File: config.mk
export PLATFORM = sky130hd
export DESIGN_NAME = eaut_accum
export DESIGN_NICKNAME = d
export VERILOG_FILES = /design/src/design/eaut_pkg.sv /design/src/design/eaut_accum.sv
export SDC_FILE = /design/constraint.sdc
export NUM_CORES = 1
export LEC_CHECK = 0
export BUFFER_PORTS_ARGS = -buffer_cell sky130_fd_sc_hd__clkbuf_2
export CAP_MARGIN = 20
export CORE_ASPECT_RATIO = 1.75
export CORE_MARGIN = 10
export CORE_UTILIZATION = 28
export DETAILED_ROUTE_END_ITERATION = 6
export GPL_TIMING_DRIVEN = 0
export HOLD_SLACK_MARGIN = 0.02
export SLEW_MARGIN = 20
export SYNTH_ARGS = -nofsm -noshare
export SYNTH_HDL_FRONTEND = slang
export SYNTH_SLANG_ARGS = --single-unit
File: constraint.sdc
create_clock -name clk -period 10.2 [get_ports clk]
set_clock_uncertainty 0.2 [all_clocks]
set_input_delay 1.02 -clock clk [delete_from_list [all_inputs] [get_ports clk]]
set_output_delay 1.02 -clock clk [all_outputs]
set_load 0.03 [all_outputs]
File: src/design/eaut_pkg.sv
`timescale 1ns / 1ps
// Shared types and constants for the encoder angle unwrap tracker.
// No dependencies; every other file of the block but eaut_table_ram imports this package.
package eaut_pkg;

	localparam int POSITION_BITS = 14;
	localparam int RAW_POS_W     = 14;
	localparam int WORD_W        = 16;
	localparam int ANGLE_W       = 25;
	localparam int DIFF_W        = ANGLE_W + 1;
	localparam int ACC_W         = 48;
	localparam int S_TDATA_W     = 56;
	localparam int M_TDATA_W     = 112;

	// Degrees with 16 fraction bits.
	localparam int HALF_TURN_VAL = 11796480;
	localparam int FULL_TURN_VAL = 23592960;

	localparam logic signed [DIFF_W-1:0] HALF_TURN     = DIFF_W'(HALF_TURN_VAL);
	localparam logic signed [DIFF_W-1:0] NEG_HALF_TURN = -DIFF_W'(HALF_TURN_VAL);
	localparam logic signed [DIFF_W-1:0] FULL_TURN     = DIFF_W'(FULL_TURN_VAL);

	typedef enum logic {
		OP_TABLE_WRITE = 1'b0,
		OP_RESPONSE    = 1'b1
	} op_t;

	typedef logic [POSITION_BITS-1:0] pos_t;
	typedef logic [ANGLE_W-1:0]       angle_t;
	typedef logic signed [DIFF_W-1:0] diff_t;
	typedef logic signed [ACC_W-1:0]  acc_t;

	typedef struct packed {
		logic                 parity_error;
		logic [RAW_POS_W-1:0] raw_position;
	} tag_t;

	typedef struct packed {
		tag_t  tag;
		diff_t diff;
	} unwrap_t;

endpackage

File: src/design/eaut_accum.sv
`timescale 1ns / 1ps
// Multi-turn accumulator and output register of the tracker.
// Depends on eaut_pkg.
module eaut_accum import eaut_pkg::*; (
	input  logic                 clk,
	input  logic                 arst_n,
	input  logic                 in_valid,
	output logic                 in_ready,
	input  unwrap_t              in_data,
	output logic                 out_valid,
	input  logic                 out_ready,
	output tag_t                 out_tag,
	output acc_t                 out_accumulated,
	output acc_t                 out_prior
);

	acc_t running_q;
	acc_t next_running;
	logic out_valid_q;
	tag_t tag_q;
	acc_t acc_q;
	acc_t prior_q;

	assign in_ready = !out_valid_q || out_ready;

	assign next_running = running_q
		+ {{(ACC_W-DIFF_W){in_data.diff[DIFF_W-1]}}, in_data.diff};

	always_ff @(posedge clk or negedge arst_n) begin
		if (!arst_n) begin
			out_valid_q <= 1'b0;
			running_q   <= '0;
		end else if (in_ready) begin
			out_valid_q <= in_valid;
			if (in_valid) begin
				running_q <= next_running;
			end
		end
	end

	always_ff @(posedge clk) begin
		if (in_ready && in_valid) begin
			tag_q   <= in_data.tag;
			acc_q   <= next_running;
			prior_q <= running_q;
		end
	end

	assign out_valid       = out_valid_q;
	assign out_tag         = tag_q;
	assign out_accumulated = acc_q;
	assign out_prior       = prior_q;

endmodule

Word-level counts from Yosys, hierarchy flattened:

Cells that the tools add are included.

* register bits: 160
* input bits: 45
* output and inout port bits: 113
* word-level logic and storage cells: 11

* $add $sub $neg: 1
* reductions and logical operators: 4

Operator list (number)
* adder 48 bit: 1
* AND reduction 2 bit: 1
* logical AND 1 bit: 1
* logical NOT 1 bit: 1
* logical OR 1 bit: 1

Depth between registers and ports, before layout:

* word-level depth: 3
* mapped depth: 10
* mapped depth without buffers: 10

Least setup slack after synthesis:

No wires, ideal clock.

* path kind: in2reg
* start: input out_ready
* end: register acc_q[0], in the netlist out_accumulated[0] (enable)
* setup time: 518 ps
* data arrival time: 5198 ps
* required time: 9482 ps
* slack: 4283 ps
* cell stages on the path: 5
* buffers on the path: 2
* path through: nand2b_1 nand2_1 clkinv_1 clkbuf_1 buf_1

* cells in the longest elaborated chain, start to end: 2

Ends and longest elaborated chain
* start, declared: line eaut_accum.sv:11 `input logic out_ready,`
* logical OR 1 bit: line eaut_accum.sv:24 `assign in_ready = !out_valid_q || out_ready;`
* logical AND 1 bit: line eaut_accum.sv:42 `if (in_ready && in_valid) begin`
* end signal, assigned: line eaut_accum.sv:44 `acc_q <= next_running;`
* end, declared: line eaut_accum.sv:21 `acc_t acc_q;`

Every way passes these cells.
A chain may end at the register's enable or synchronous reset.

Worst setup path in the final report:

* start: input in_data[25] in the netlist's numbering
* end: register acc_q[47], in the netlist out_accumulated[47], data pin

* cells in the longest elaborated chain, start to end: 1

Ends and longest elaborated chain
* start, declared: line eaut_accum.sv:9 `input unwrap_t in_data,`
* adder 48 bit: line eaut_accum.sv:27 `+ {{(ACC_W-DIFF_W){in_data.diff[DIFF_W-1]}}, in_data.diff};`
* via next_running[47]: line eaut_accum.sv:18 `acc_t next_running;`

The timed path passes the listed nets, and every way through them passes these cells.

==> results.tsv <==
stage	metric	value	unit
drt	drc_errors	0	
power	p_leak	4.29	nW
cts	clock-sinks	160	
floorplan	die_h	246	microns
setup_path	crit_slowest_cell	or4_1	
cts	clk_pin_slew	60	ps
drt	drt-total-wl	24800	microns
final_layout	area_growth	23.4	%
global_routing	grtUsageMet3	3.67	%
timing	setup_tns	0	ps
placement	io_buffers	157	
cts	cts_tree	yes	
global_routing	grt_max_degree	36	
setup_path	crit_chain	clkbuf_2 -> ha_1 -> clkbuf_1 -> nand2_1 -> or4_1 -> nor4_1 -> a221o_1 -> o31a_1 -> o22ai_1 -> xor2_1 -> xnor2_1	
setup_path	regToRegEndpoint	out_accumulated[44]$_DFFE_PP_	
logic_synthesis	synth_area	8190	sq um
timing	worstMarginPinSlew	907	ps
timing	period_needed	4270	ps
setup_path	worstPathMaxFanout	25	
setup_path	worstPathRequired	10200	ps
logic_synthesis	synthesis.nets	819	
floorplan	dieArea	36800	sq um
floorplan	start_util	28.5	%
floorplan	pin_count	158	
logic_synthesis	yosysWarnings	0	
floorplan	rows	82	
logic_synthesis	synth_edf_count	111	
worst_hold_path	hold_path_end	out_prior[19]$_DFFE_PP_	
setup_path	end_kind	flip-flop	
global_routing	grt_usage	13.4	%
logic_synthesis	synth_seq_cells	160	
setup_path	rr_worst_depth	10	
floorplan	fp.dieW	149	microns
final_layout	num-nets-final	999	
global_routing	grt_pass1_vias	6516	
timing	rsz0062_at_grt	false	
cts	clk-insertion-delay-late	450	ps
power	p_per_area	346	nW/um^2
placement	globalplace.congestion	0.912	
drt	vias_per_cell	4.91	
global_routing	met2_usage	26.0	%
global_routing	overflow	0	
logic_synthesis	async_reset_ff_share	30.6	%
timing	fmax	234	MHz
setup_path	cp-start-kind	input port	
logic_synthesis	syn_avg_cell_area	11.3	sq um
drt	first_pass_iters	4	
global_routing	met1_usage	12.0	%
global_routing	grt_busiest_layer	met2	
cts	cts-root-buf	clkbuf_16	
final_layout	drive_gt1_share	23.3	%
logic_synthesis	yosysSeqAreaShare	55.7	%
job	maxCapViolCount	0	
drt	routed_wire_length_per_instance	19.1	microns
drt	drtIter0Drc	391	
global_routing	antenna_found_initial	0	
outcome	status	completed	
setup_path	max_stage_delay	610	ps
timing	finalSetupViolations	0	
power	power.total	3.50	mW
cts	cts_resized	0	
cts	htree_num_levels	4	
worst_hold_path	hp-start	running_q[19]$_DFFE_PN0P_	
drt	ant_nets	0	
final_layout	diodes	0	
setup_path	cp.arrival	4270	ps
cts	cts_buffers	17	
floorplan	fp.coreArea	28700	sq um
power	ir_worst_vdd	0.122	mV
cts	clockBufferDepth	2	
cts	postCtsSetupRepairBufs	0	
logic_synthesis	syn_inst	726	
timing	period_share	41.9	%
worst_hold_path	hold_path_depth	0	
timing	drv_slew	0	
setup_path	worst-r2r-setup-slack	6190	ps
setup_path	crit_type	input port to flip-flop	
drt	vias	6362	
logic_synthesis	synth_cell_type_count	57	
timing	slew_headroom	39.5	%
worst_hold_path	hold_class	flip-flop to flip-flop	
global_routing	grt_first_pass_wirelength	37100	microns
cts	ctsHoldBuffers	0	
timing	finalHoldViolCount	0	
setup_path	rr_startpoint	running_q[0]$_DFFE_PN0P_	
placement	dp_hpwl	19200	microns
logic_synthesis	synthFlopType	edfxtp_1	
worst max-delay path by stage:
stage | from | to | slack (ps) | depth (start not counted)
finish | in_data[25] | out_accumulated[47]$_DFFE_PP_ | 5930 | 11
global route | in_data[25] | out_accumulated[44]$_DFFE_PP_ | 5770 | 11
CTS | in_data[25] | out_accumulated[47]$_DFFE_PP_ | 5910 | 11
detailed placement | in_data[25] | out_accumulated[47]$_DFFE_PP_ | 5420 | 11
global placement | out_ready | out_accumulated[24]$_DFFE_PP_ | 2270 | 6
floorplan | out_ready | out_accumulated[0]$_DFFE_PP_ | 4280 | 5
layer usage:
metal	part of all wire [%]	up-vias	wire length, microns
met4	3.9	0	958
met5	0	-	0
li1	-	3071	-
met1	35	3067	8580
met3	4.9	56	1220
met2	57	168	14000
power by group:
group	switching [mW]	internal (mW)	total, mW	leakage, nW
Sequential	0.125	1.02	1.15	1.65
Combinational	1.14	0.570	1.71	2.35
Clock	0.270	0.366	0.636	0.283
worst max-delay path, delay by kind of cell:
kind / cells / cell delay (ps)
adders and majority gates: 1 / 460
AOI/OAI and AO/OA: 3 / 710
buffers and inverters: 2 / 750
xor gates and xnor gates: 2 / 340
and+or+nand+nor: 3 / 950
cell type report:
class / count / area [sq um]
fill: 2932 / 18600
multi-input combinational: 518 / 3450
inverter: 10 / 37.5
sequential: 160 / 4560
tap: 378 / 473
timing repair buffer: 161 / 868
clock inverter: 13 / 134
buffer: 38 / 144
clock buffer: 19 / 443
metrics by stage:
| step | instances | setup slack (ps) | hold WS [ps] | utilization, % | instance area, sq um |
|---|---|---|---|---|---|
| 2_1_floorplan | 726 | 4280 | 242 | - | 8190 |
| 3_3_place_gp | 1261 | 2270 | 265 | 32.9 | 9450 |
| 3_5_place_dp | 1265 | 5420 | 270 | 33.2 | 9530 |
| 4_1_cts | 1297 | 5910 | 287 | 35.2 | 10100 |
| 5_1_grt | 1297 | 5770 | 294 | 35.2 | 10100 |
| 6_report | 1297 | 5930 | 285 | 35.2 | 10100 |
registers in the layout, summed over array words and instances (netlist names):
register and flops:
out_prior 48, out_valid 1, out_accumulated 48, out_tag 15, running_q 48
logic make-up (layout without fill, tap and decap cells):
group | Yosys count | in the layout | synth area share (%)
fa+ha+maj | 48 | 48 | 7.42
xor+xnor | 46 | 46 | 4.92
buf+inv | 48 | 241 | 2.20
mux | 13 | 13 | 1.77
simple gates | 220 | 220 | 12.3
compound gates | 191 | 191 | 15.7
flops | 160 | 160 | 55.7
cell usage in the layout, fill, tap and decap left out, drive strengths merged, types with 12 or more instances in the layout:
master,instances
nor2,30
nand4,27
mux2,12
edfxtp,111
xnor2,29
o21ai,33
nand2,113
inv,12
a21oi,58
ha,47
clkbuf,210
a21o,27
xor2,17
nand3,13
dfrtp,49
Yosys cell counts (all sizes together) (3+ instances only):
cell | count | area (sq um)
xor2 | 17 | 149
a2111oi | 3 | 26.3
buf | 4 | 15.0
nand2 | 113 | 424
nor2b | 3 | 18.8
mux2 | 12 | 135
and3 | 6 | 37.5
inv | 9 | 33.8
a31oi | 4 | 25.0
nand4 | 27 | 169
a211oi | 3 | 32.5
xnor2 | 29 | 254
or4 | 6 | 45.0
nor3 | 7 | 35.0
o211ai | 8 | 65.1
o22ai | 3 | 18.8
o21bai | 10 | 75.1
ha | 47 | 588
clkbuf | 34 | 128
dfrtp | 49 | 1230
nor4 | 3 | 18.8
a22oi | 3 | 22.5
o31ai | 7 | 52.6
and2 | 3 | 18.8
nand2b | 3 | 18.8
o21a | 7 | 52.6
a21o | 27 | 203
o21ai | 33 | 165
nand3 | 13 | 65.1
edfxtp | 111 | 3330
nor2 | 30 | 113
and4 | 3 | 26.3
a21oi | 58 | 298
a211o | 3 | 26.3
Note: power is estimated with default switching activity, not from simulation.
