$ cat src/design/eaut_pkg.sv
`timescale 1ns / 1ps
// Shared types and constants for the encoder angle unwrap tracker.
// No dependencies; every other file of the block but eaut_table_ram imports this package.
package eaut_pkg;

	localparam int POSITION_BITS = 14;
	localparam int RAW_POS_W     = 14;
	localparam int WORD_W        = 16;
	localparam int ANGLE_W       = 25;
	localparam int DIFF_W        = ANGLE_W + 1;
	localparam int ACC_W         = 48;
	localparam int S_TDATA_W     = 56;
	localparam int M_TDATA_W     = 112;

	// Degrees with 16 fraction bits.
	localparam int HALF_TURN_VAL = 11796480;
	localparam int FULL_TURN_VAL = 23592960;

	localparam logic signed [DIFF_W-1:0] HALF_TURN     = DIFF_W'(HALF_TURN_VAL);
	localparam logic signed [DIFF_W-1:0] NEG_HALF_TURN = -DIFF_W'(HALF_TURN_VAL);
	localparam logic signed [DIFF_W-1:0] FULL_TURN     = DIFF_W'(FULL_TURN_VAL);

	typedef enum logic {
		OP_TABLE_WRITE = 1'b0,
		OP_RESPONSE    = 1'b1
	} op_t;

	typedef logic [POSITION_BITS-1:0] pos_t;
	typedef logic [ANGLE_W-1:0]       angle_t;
	typedef logic signed [DIFF_W-1:0] diff_t;
	typedef logic signed [ACC_W-1:0]  acc_t;

	typedef struct packed {
		logic                 parity_error;
		logic [RAW_POS_W-1:0] raw_position;
	} tag_t;

	typedef struct packed {
		tag_t  tag;
		diff_t diff;
	} unwrap_t;

endpackage

$ cat src/design/eaut_unwrap.sv
`timescale 1ns / 1ps
// Unwrap stage: difference from the previous looked-up angle, folded into +-180 degrees.
// Depends on eaut_pkg.
module eaut_unwrap import eaut_pkg::*; (
	input  logic    clk,
	input  logic    arst_n,
	input  logic    in_valid,
	output logic    in_ready,
	input  angle_t  in_angle,
	input  tag_t    in_tag,
	output logic    out_valid,
	input  logic    out_ready,
	output unwrap_t out_data
);

	angle_t  last_q;
	logic    valid_s2;
	unwrap_t data_s2;
	diff_t   step_diff;
	diff_t   wrapped;

	assign in_ready = !valid_s2 || out_ready;

	// All three candidates exist in parallel; the compare on the raw difference picks one.
	always_comb begin
		step_diff = $signed({1'b0, in_angle}) - $signed({1'b0, last_q});
		if (step_diff < NEG_HALF_TURN) begin
			wrapped = step_diff + FULL_TURN;
		end else if (step_diff > HALF_TURN) begin
			wrapped = step_diff - FULL_TURN;
		end else begin
			wrapped = step_diff;
		end
	end

	always_ff @(posedge clk or negedge arst_n) begin
		if (!arst_n) begin
			valid_s2 <= 1'b0;
			last_q   <= '0;
		end else if (in_ready) begin
			valid_s2 <= in_valid;
			if (in_valid) begin
				last_q <= in_angle;
			end
		end
	end

	always_ff @(posedge clk) begin
		if (in_ready && in_valid) begin
			data_s2.tag  <= in_tag;
			data_s2.diff <= wrapped;
		end
	end

	assign out_valid = valid_s2;
	assign out_data  = data_s2;

endmodule

$ cat config.mk
export PLATFORM = sky130hd
export DESIGN_NAME = eaut_unwrap
export DESIGN_NICKNAME = d
export VERILOG_FILES = /design/src/design/eaut_pkg.sv /design/src/design/eaut_unwrap.sv
export SDC_FILE = /design/constraint.sdc
export NUM_CORES = 1
export LEC_CHECK = 0
export BUFFER_PORTS_ARGS = -buffer_cell sky130_fd_sc_hd__buf_4
export CORE_ASPECT_RATIO = 1.1
export CORE_MARGIN = 5
export CORE_UTILIZATION = 30
export CTS_BUF_LIST = sky130_fd_sc_hd__clkbuf_2
export DETAILED_ROUTE_END_ITERATION = 16
export GPL_TIMING_DRIVEN = 0
export PLACE_DENSITY_LB_ADDON = 0.05
export SLEW_MARGIN = 20
export SYNTH_ARGS = -nofsm -noshare
export SYNTH_HDL_FRONTEND = slang
export SYNTH_SLANG_ARGS = --single-unit
$ cat constraint.sdc
create_clock -name clk -period 4.2 [get_ports clk]
set_input_delay 1.05 -clock clk [delete_from_list [all_inputs] [get_ports clk]]
set_output_delay 1.05 -clock clk [all_outputs]
set_load 0.01 [all_outputs]
* Yosys cells after proc, flatten, opt, wreduce, memory -nomap -nowiden
Cells that the tools add are included.
Widths: inputs -> output; s select.
** Operators by class
- Bitwise logic cells :: 0
- Shifts and indexed selects :: 0
- Add/sub/neg operators :: 3
- $lt $le $gt $ge :: 2
- Muxes and demuxes :: 2
- Divide/modulo/power cells :: 0
- Multiply operators :: 0
- Reduce and logical (&&, ||, !) cells :: 4
- Eq/ne operators :: 0
** Operators with widths (count)
- $mux 26 :: 2
- $add 26x26->26 const B :: 1
- $gt 26x25->1 const B :: 1
- $lt 26x25->1 const B :: 1
- $sub 25x25->26 :: 1
- $sub 26x26->26 const B :: 1
- $reduce_and 2->1 :: 1
- $logic_and 1x1->1 :: 1
- $logic_not 1->1 :: 1
- $logic_or 1x1->1 :: 1
** Storage, ports and cells
- Memories kept :: 0
- Memory bits (read-only) :: 0
- Bits in writable memories :: 0
- Register bits after elaboration :: 67
- Bits of input ports :: 44
- Output and inout bits :: 43
- Logic and storage cells :: 16
- Latch bits :: 0

* Depth between registers and ports, before layout
Gate-level depths: netlist of run 1.
- Depth after elaboration :: 4
- Depth in mapped cells :: 16
- Gate-level depth less buffers :: 16

* Worst setup path after synthesis of run 1
Ideal clock, no wire load.
- Path type :: in2reg
- Start :: in in_angle[0]
- End :: reg data_s2, in the netlist out_data[25], data pin
- Path buffers :: 0
- Data required time :: 3.932 ns
- Cell stages on the path :: 15
- Setup time :: 0.268 ns
- Arrival time :: 4.332 ns
- Setup slack :: -0.400 ns
- Cells stage by stage :: inv_1 -> ha_1 -> inv_1 -> fa_1 -> a21o_1 -> a21oi_2 -> xnor2_1 -> or4_1 -> or3_1 -> or4b_1 -> or4_1 -> nor4_2 -> a41oi_1 -> o21ai_1 -> o22ai_1
** Between the ends
- Word-level cells in the longest chain between the ends :: 4
- Elaborated cells between the ends (all ways) :: 7
- Classes of those cells :: 3 x add/sub; 2 x order compare; 2 x mux
** Ends and longest elaborated chain
- start: declaration :: RTL line eaut_unwrap.sv:9 : input angle_t in_angle,
- $sub 25x25->26 * :: RTL line eaut_unwrap.sv:26 : step_diff = $signed({1'b0, in_angle}) - $signed({1'b0, last_q});
- via step_diff[4] :: RTL line eaut_unwrap.sv:19 : diff_t step_diff;
- $sub 26x26->26 or $gt 26x25->1 (tied branches) :: RTL line eaut_unwrap.sv:30, eaut_unwrap.sv:29
- $mux 26 :: RTL line eaut_unwrap.sv:29 : end else if (step_diff > HALF_TURN) begin
- $mux 26 * :: RTL line eaut_unwrap.sv:27 : if (step_diff < NEG_HALF_TURN) begin
- via wrapped[25] :: RTL line eaut_unwrap.sv:20 : diff_t wrapped;
- end: declaration :: RTL line eaut_unwrap.sv:18 : unwrap_t data_s2;
Mark *: on every way through the listed nets, which the timed path passes. The rest lies on a longest branch.
A chain may end at the register's enable or synchronous reset.

* Worst setup path after layout of run 1
Ends and elaborated chain as after synthesis.

==> qor.yml, run 1 <==
grt_pass1_vias: 3578
reg2reg_slack_ns: 0.18
cts.sinks: 67
grt_util_all_layers: 0.144
ir_worst_vdd_mv: 0.132
rows: 45
gp_congestion: 0.855
fin_worst_skew_ns: 0.0399
grt_pass1_wl_mm: 18.2
rsz0062_at_grt: "yes"
wl_per_cell_um: 15.5
worstRegToRegCells: 14
critical_path_class: "in -> reg"
finalSetupTns_ns: -0.0252
drt_pass1_iterations: 4
area_growth_pct: 28.5
leakagePower_uw: 0.00221
crit_slowest_cell: "or4b_1"
insertion_delay_ns: 0.57
synth_fp_nets: 511
r2r-end: "out_data[25]$_DFFE_PP_"
die_area_sq_um: 16300
layout_commonest_cell: "buf_4"
syn_avg_cell_area_sq_um: 9.45
n_fill_cell: 1388
clk_path_buf_depth: 2
tightestPinTransition_ns: 0.835
synth.distinct_cells: 54
arrival_ns: 4.52
ios: 87
hold_viol_final: 0
grt_antenna_before_repair: 1
placed_area_sq_um: 5060
grt_overflow: 0
wl_mm: 11.3
path_clk_slew_ns: 0.22
dp_hpwl_mm: 8.87
multiInputGateArea_sq_um: 2200
final_cells: 731
ys_async_sr_fraction: 0.388
status: "finished with violations"
setup_viol_count_final: 2
start_util: 0.303
power_density_nw_per_um2: 446
die_w_um: 122
synth_edf_count: 41
final-max-slew-violation-count: 0
max_freq_ghz: 0.237
hold_path_class: "in -> async"
drtIter0Drc: 136
cts_hold_buffers: 0
yosys_most_used_dff: "edfxtp_1"
drcViolationCount: 0
ant_nets: 0
path_max_fanout: 2
r2r-start: "last_q[0]$_DFFE_PN0P_"
period_share: 1.00
h-tree-depth: 3
layout_setup_ws_ns: -0.0149
mostFrequentLayoutCells: "87 x buf_4, 58 x nand2_1, 45 x o21ai_0"
synth_warnings: 0
startpoint: "in_angle[0]"
netlist_instances: 439
final_cell_area_sq_um: 5330
dieHeight_um: 133
fin_nets: 609
violations: "setup timing"
max_stage_delay_ns: 0.51
regArea_sq_um: 1880
syn-cell-area_sq_um: 4150
cts_made_buffers: 9
crit_top_cell: "or4_4"
root_buffer: "clkbuf_2"
ys_seq_area_frac: 0.453
grt_max_degree: 51
placedCellCount: 713
cp-end-kind: "flop"
via_per_inst: 4.91
numPortBuffers: 86
period_minus_slack_ns: 4.21
max_slew_margin: 0.438
via_count: 3592
drv_cap: 0
path_cells: "buf_8 -> inv_12 -> ha_4 -> inv_2 -> fa_2 -> a21o_1 -> a21oi_2 -> xnor2_2 -> or4_4 -> or3_1 -> or4b_1 -> or4_4 -> nor4_4 -> a41oi_2 -> o21ai_1 -> o22ai_1"
worstSetupStartpointType: "primary input"
cts_tree: "yes"
drive_above_1_share: 0.234
synth_seq_cells: 67
core_area_sq_um: 13700
required_ns: 4.50
-- synthesized netlist by cell type, types with 10 or more instances --
cell      count  area, sq um
a21oi_1      34          170
clkbuf_1     16         60.1
dfrtp_1      26          651
edfxtp_1     41         1230
ha_1         27          338
inv_1        36          135
nand2_1      58          218
nor2_1       16         60.1
o21a_1       10         75.1
o21ai_0      45          225
xnor2_1      15          131
-- worst max-delay path, delay by kind of cell --
family / cells / cell delay, ns
AND/OR/NAND/NOR: 5 / 1.85
AO/OA/AOI/OAI: 5 / 0.89
adder cells (fa/ha/maj): 2 / 0.46
buffers and inverters: 3 / 0.18
XOR/XNOR: 1 / 0.08
-- stage by stage --
stage,utilization,setup WS [ns],hold slack [ns],power [uW]
after floorplan,-,-0.318,0.496,1550
after global placement,0.370,-0.839,0.513,1880
after detailed placement,0.370,-0.822,0.527,1880
after CTS,0.384,0.0120,0.320,2370
after global routing,0.390,-0.109,0.337,2550
final,0.390,-0.0149,0.347,2380
-- power breakdown --
group          total, uW  switching [uW]  internal (uW)
Clock                452             252            200
Combinational       1060             628            433
Sequential           864            25.6            838
Total               2380             905           1470
-- final cells by class --
cell class	count	area share
Clock inverter	5	0.0150
Buffer	15	0.0113
Antenna cell	1	0.000469
Sequential cell	67	0.353
Inverter	36	0.0277
Tap cell	188	0.0441
Clock buffer	11	0.0103
Multi-Input combinational cell	320	0.413
Timing Repair Buffer	88	0.125
-- layer usage --
metal / GRT usage / part of all wire
met1: 0.180 / 0.44
met2: 0.239 / 0.49
met3: 0.0268 / 0.045
met4: 0.0653 / 0.023
met5: 0 / 0
-- sequential cells by signal, summed over array words and instances (netlist names) --
register,cells
last_q,25
out_valid,1
out_data,41
-- timing repair --
| action | 4_1_cts | 5_1_grt |
|---|---|---|
| setup buffers | 0 | 2 |
| pin swaps | 4 | 1 |
| hold endpoints to repair | 0 | 0 |
| setup endpoints to repair | 7 | 7 |
| resized for setup | 9 | 11 |
-- worst max path at each step --
stage | slack (ns) | end | cells after the start
CTS | 0.01 | out_data[23]$_DFFE_PP_ | 14
global placement | -0.84 | out_data[25]$_DFFE_PP_ | 16
global route | -0.11 | out_data[25]$_DFFE_PP_ | 16
finish | -0.01 | out_data[25]$_DFFE_PP_ | 16
detailed placement | -0.82 | out_data[20]$_DFFE_PP_ | 16
floorplan | -0.32 | out_data[25]$_DFFE_PP_ | 15
-- cells by family (layout without fill, tap and decap cells) --
kind of cell / count (synthesis) / in the layout / share of synthesized area
other: 0 / 1 / 0
buffers and inverters: 52 / 155 / 0.0470
flip-flops: 67 / 67 / 0.453
AND/OR/NAND/NOR: 131 / 131 / 0.156
adder cells (fa/ha/maj): 28 / 28 / 0.0862
XOR/XNOR: 24 / 24 / 0.0525
AO/OA/AOI/OAI: 135 / 135 / 0.200
multiplexers: 2 / 2 / 0.00482
Note: power is estimated with default switching activity, not from simulation.
==> run 2, diff against run 1 <==
SKIP_CTS_REPAIR_TIMING = 1   (was not set)
==> qor.yml, run 2 (synthesis gave the netlist of run 1 again) <==
setup_viol_count_final: 1
rows: 45
arrival_ns: 4.54
max_freq_ghz: 0.236
crit_slowest_cell: "a2111o_1"
n_fill_cell: 1388
insertion_delay_ns: 0.57
cts_made_buffers: 9
tightestPinTransition_ns: 0.835
placedCellCount: 713
root_buffer: "clkbuf_2"
final-max-slew-violation-count: 0
layout_commonest_cell: "buf_4"
wl_met1_mm: 5.05
critical_path_class: "in -> reg"
cts.sinks: 67
violations: "setup timing"
hold_path_class: "in -> async"
highest_layer: "met4"
dp_hpwl_mm: 8.87
gp_congestion: 0.855
wl_met2_mm: 5.55
ir_worst_vdd_mv: 0.133
path_clk_slew_ns: 0.21
r2r-start: "last_q[0]$_DFFE_PN0P_"
r2r-end: "out_data[20]$_DFFE_PP_"
die_w_um: 122
area_growth_pct: 30.3
period_minus_slack_ns: 4.23
status: "finished with violations"
ant_nets: 0
wl_per_cell_um: 15.4
grt_max_degree: 51
fin_worst_skew_ns: 0.0342
fin_nets: 614
drv_cap: 0
wl_mm: 11.4
cp-end-kind: "flop"
grt_util_all_layers: 0.144
reg2reg_slack_ns: 0.15
grt_pass1_wl_mm: 18.1
fin_util: 0.395
clk_path_buf_depth: 2
start_util: 0.303
placed_area_sq_um: 5060
via_per_inst: 4.92
drt_pass1_iterations: 4
max_stage_delay_ns: 0.44
die_area_sq_um: 16300
grt_overflow: 0
worstSetupStartpointType: "primary input"
required_ns: 4.51
cts_tree: "yes"
layout_setup_ws_ns: -0.0313
via_count: 3622
drcViolationCount: 0
mostFrequentLayoutCells: "91 x buf_4, 58 x nand2_1, 45 x o21ai_0"
power_density_nw_per_um2: 445
hold_viol_final: 0
core_area_sq_um: 13700
largest_reg_flops: 41
rsz0062_at_grt: "yes"
drtIter0Drc: 135
dieHeight_um: 133
worstRegToRegCells: 17
grt_antenna_before_repair: 1
final_cells: 736
max_slew_margin: 0.437
numPortBuffers: 86
grt_pass1_vias: 3562
dr_wl_met3_um: 507
path_max_fanout: 6
path_cells: "buf_8 -> inv_12 -> ha_4 -> inv_2 -> fa_2 -> a21o_1 -> buf_4 -> a221oi_4 -> buf_4 -> o21a_1 -> o21ai_0 -> and3_1 -> nor2_2 -> inv_1 -> a2111o_1 -> a21oi_2 -> nand2_1 -> and3_1 -> nand3b_1"
h-tree-depth: 3
leakagePower_uw: 0.00224
ios: 87
period_share: 1.01
final_cell_area_sq_um: 5410
drive_above_1_share: 0.252
==> run 2: cell types whose count changed in the layout (fill, tap and decap cells not counted), sizes merged <==
cell / before / now
buf: 88 / 92
clkbuf: 26 / 27
==> run 2: worst max path at each step <==
stage                     slack (ns)                      to         from  depth (start not counted)
after floorplan                -0.32  out_data[25]$_DFFE_PP_  in_angle[0]                         15
after global placement         -0.84  out_data[25]$_DFFE_PP_  in_angle[0]                         16
after detailed placement       -0.82  out_data[20]$_DFFE_PP_  in_angle[0]                         16
after CTS                      -0.17  out_data[20]$_DFFE_PP_  in_angle[0]                         16
after global routing           -0.12  out_data[20]$_DFFE_PP_  in_angle[0]                         16
final                          -0.03  out_data[20]$_DFFE_PP_  in_angle[0]                         19
==> run 2: final cells by class <==
cell class,instances,area [sq um],share of cell area
clock inverter,5,80.1,0.0148
sequential,67,1880,0.348
inverter,36,148,0.0273
tap,188,235,0.0435
antenna,1,2.50,0.000463
clock buffer,11,55.1,0.0102
buffer,16,63.8,0.0118
multi-input combinational,320,2240,0.415
timing repair buffer,92,698,0.129
==> run 2: stage by stage <==
stage          setup slack (ns)  power [uW]  hold WS [ns]  setup TNS [ns]
2_1_floorplan            -0.318        1550         0.496          -0.932
3_5_place_dp             -0.822        1880         0.527           -5.60
3_3_place_gp             -0.839        1880         0.513          -15.84
6_report                -0.0313        2410         0.352         -0.0313
4_1_cts                  -0.172        2350         0.320           -1.09
5_1_grt                  -0.124        2580         0.337          -0.341
==> run 2: critical path, delay by kind of cell <==
family          cells  cell delay (ns)
compound gates      6             1.57
fa+ha+maj           2             0.46
buf+inv             6             0.62
simple gates        5             0.84
==> run 2: where the power goes <==
group          leakage [uW]  internal (uW)  total [uW]  switching, uW
sequential         0.000707            838         864           25.7
clock             0.0000782            200         450            249
combinational       0.00146            452        1090            640
total               0.00224           1490        2410            915
==> run 2: per-layer routing <==
metal | up-vias | global-route usage
met5 | - | 0
met4 | 0 | 0.0653
met3 | 14 | 0.0263
met2 | 88 | 0.239
met1 | 1721 | 0.180
li1 | 1799 | -
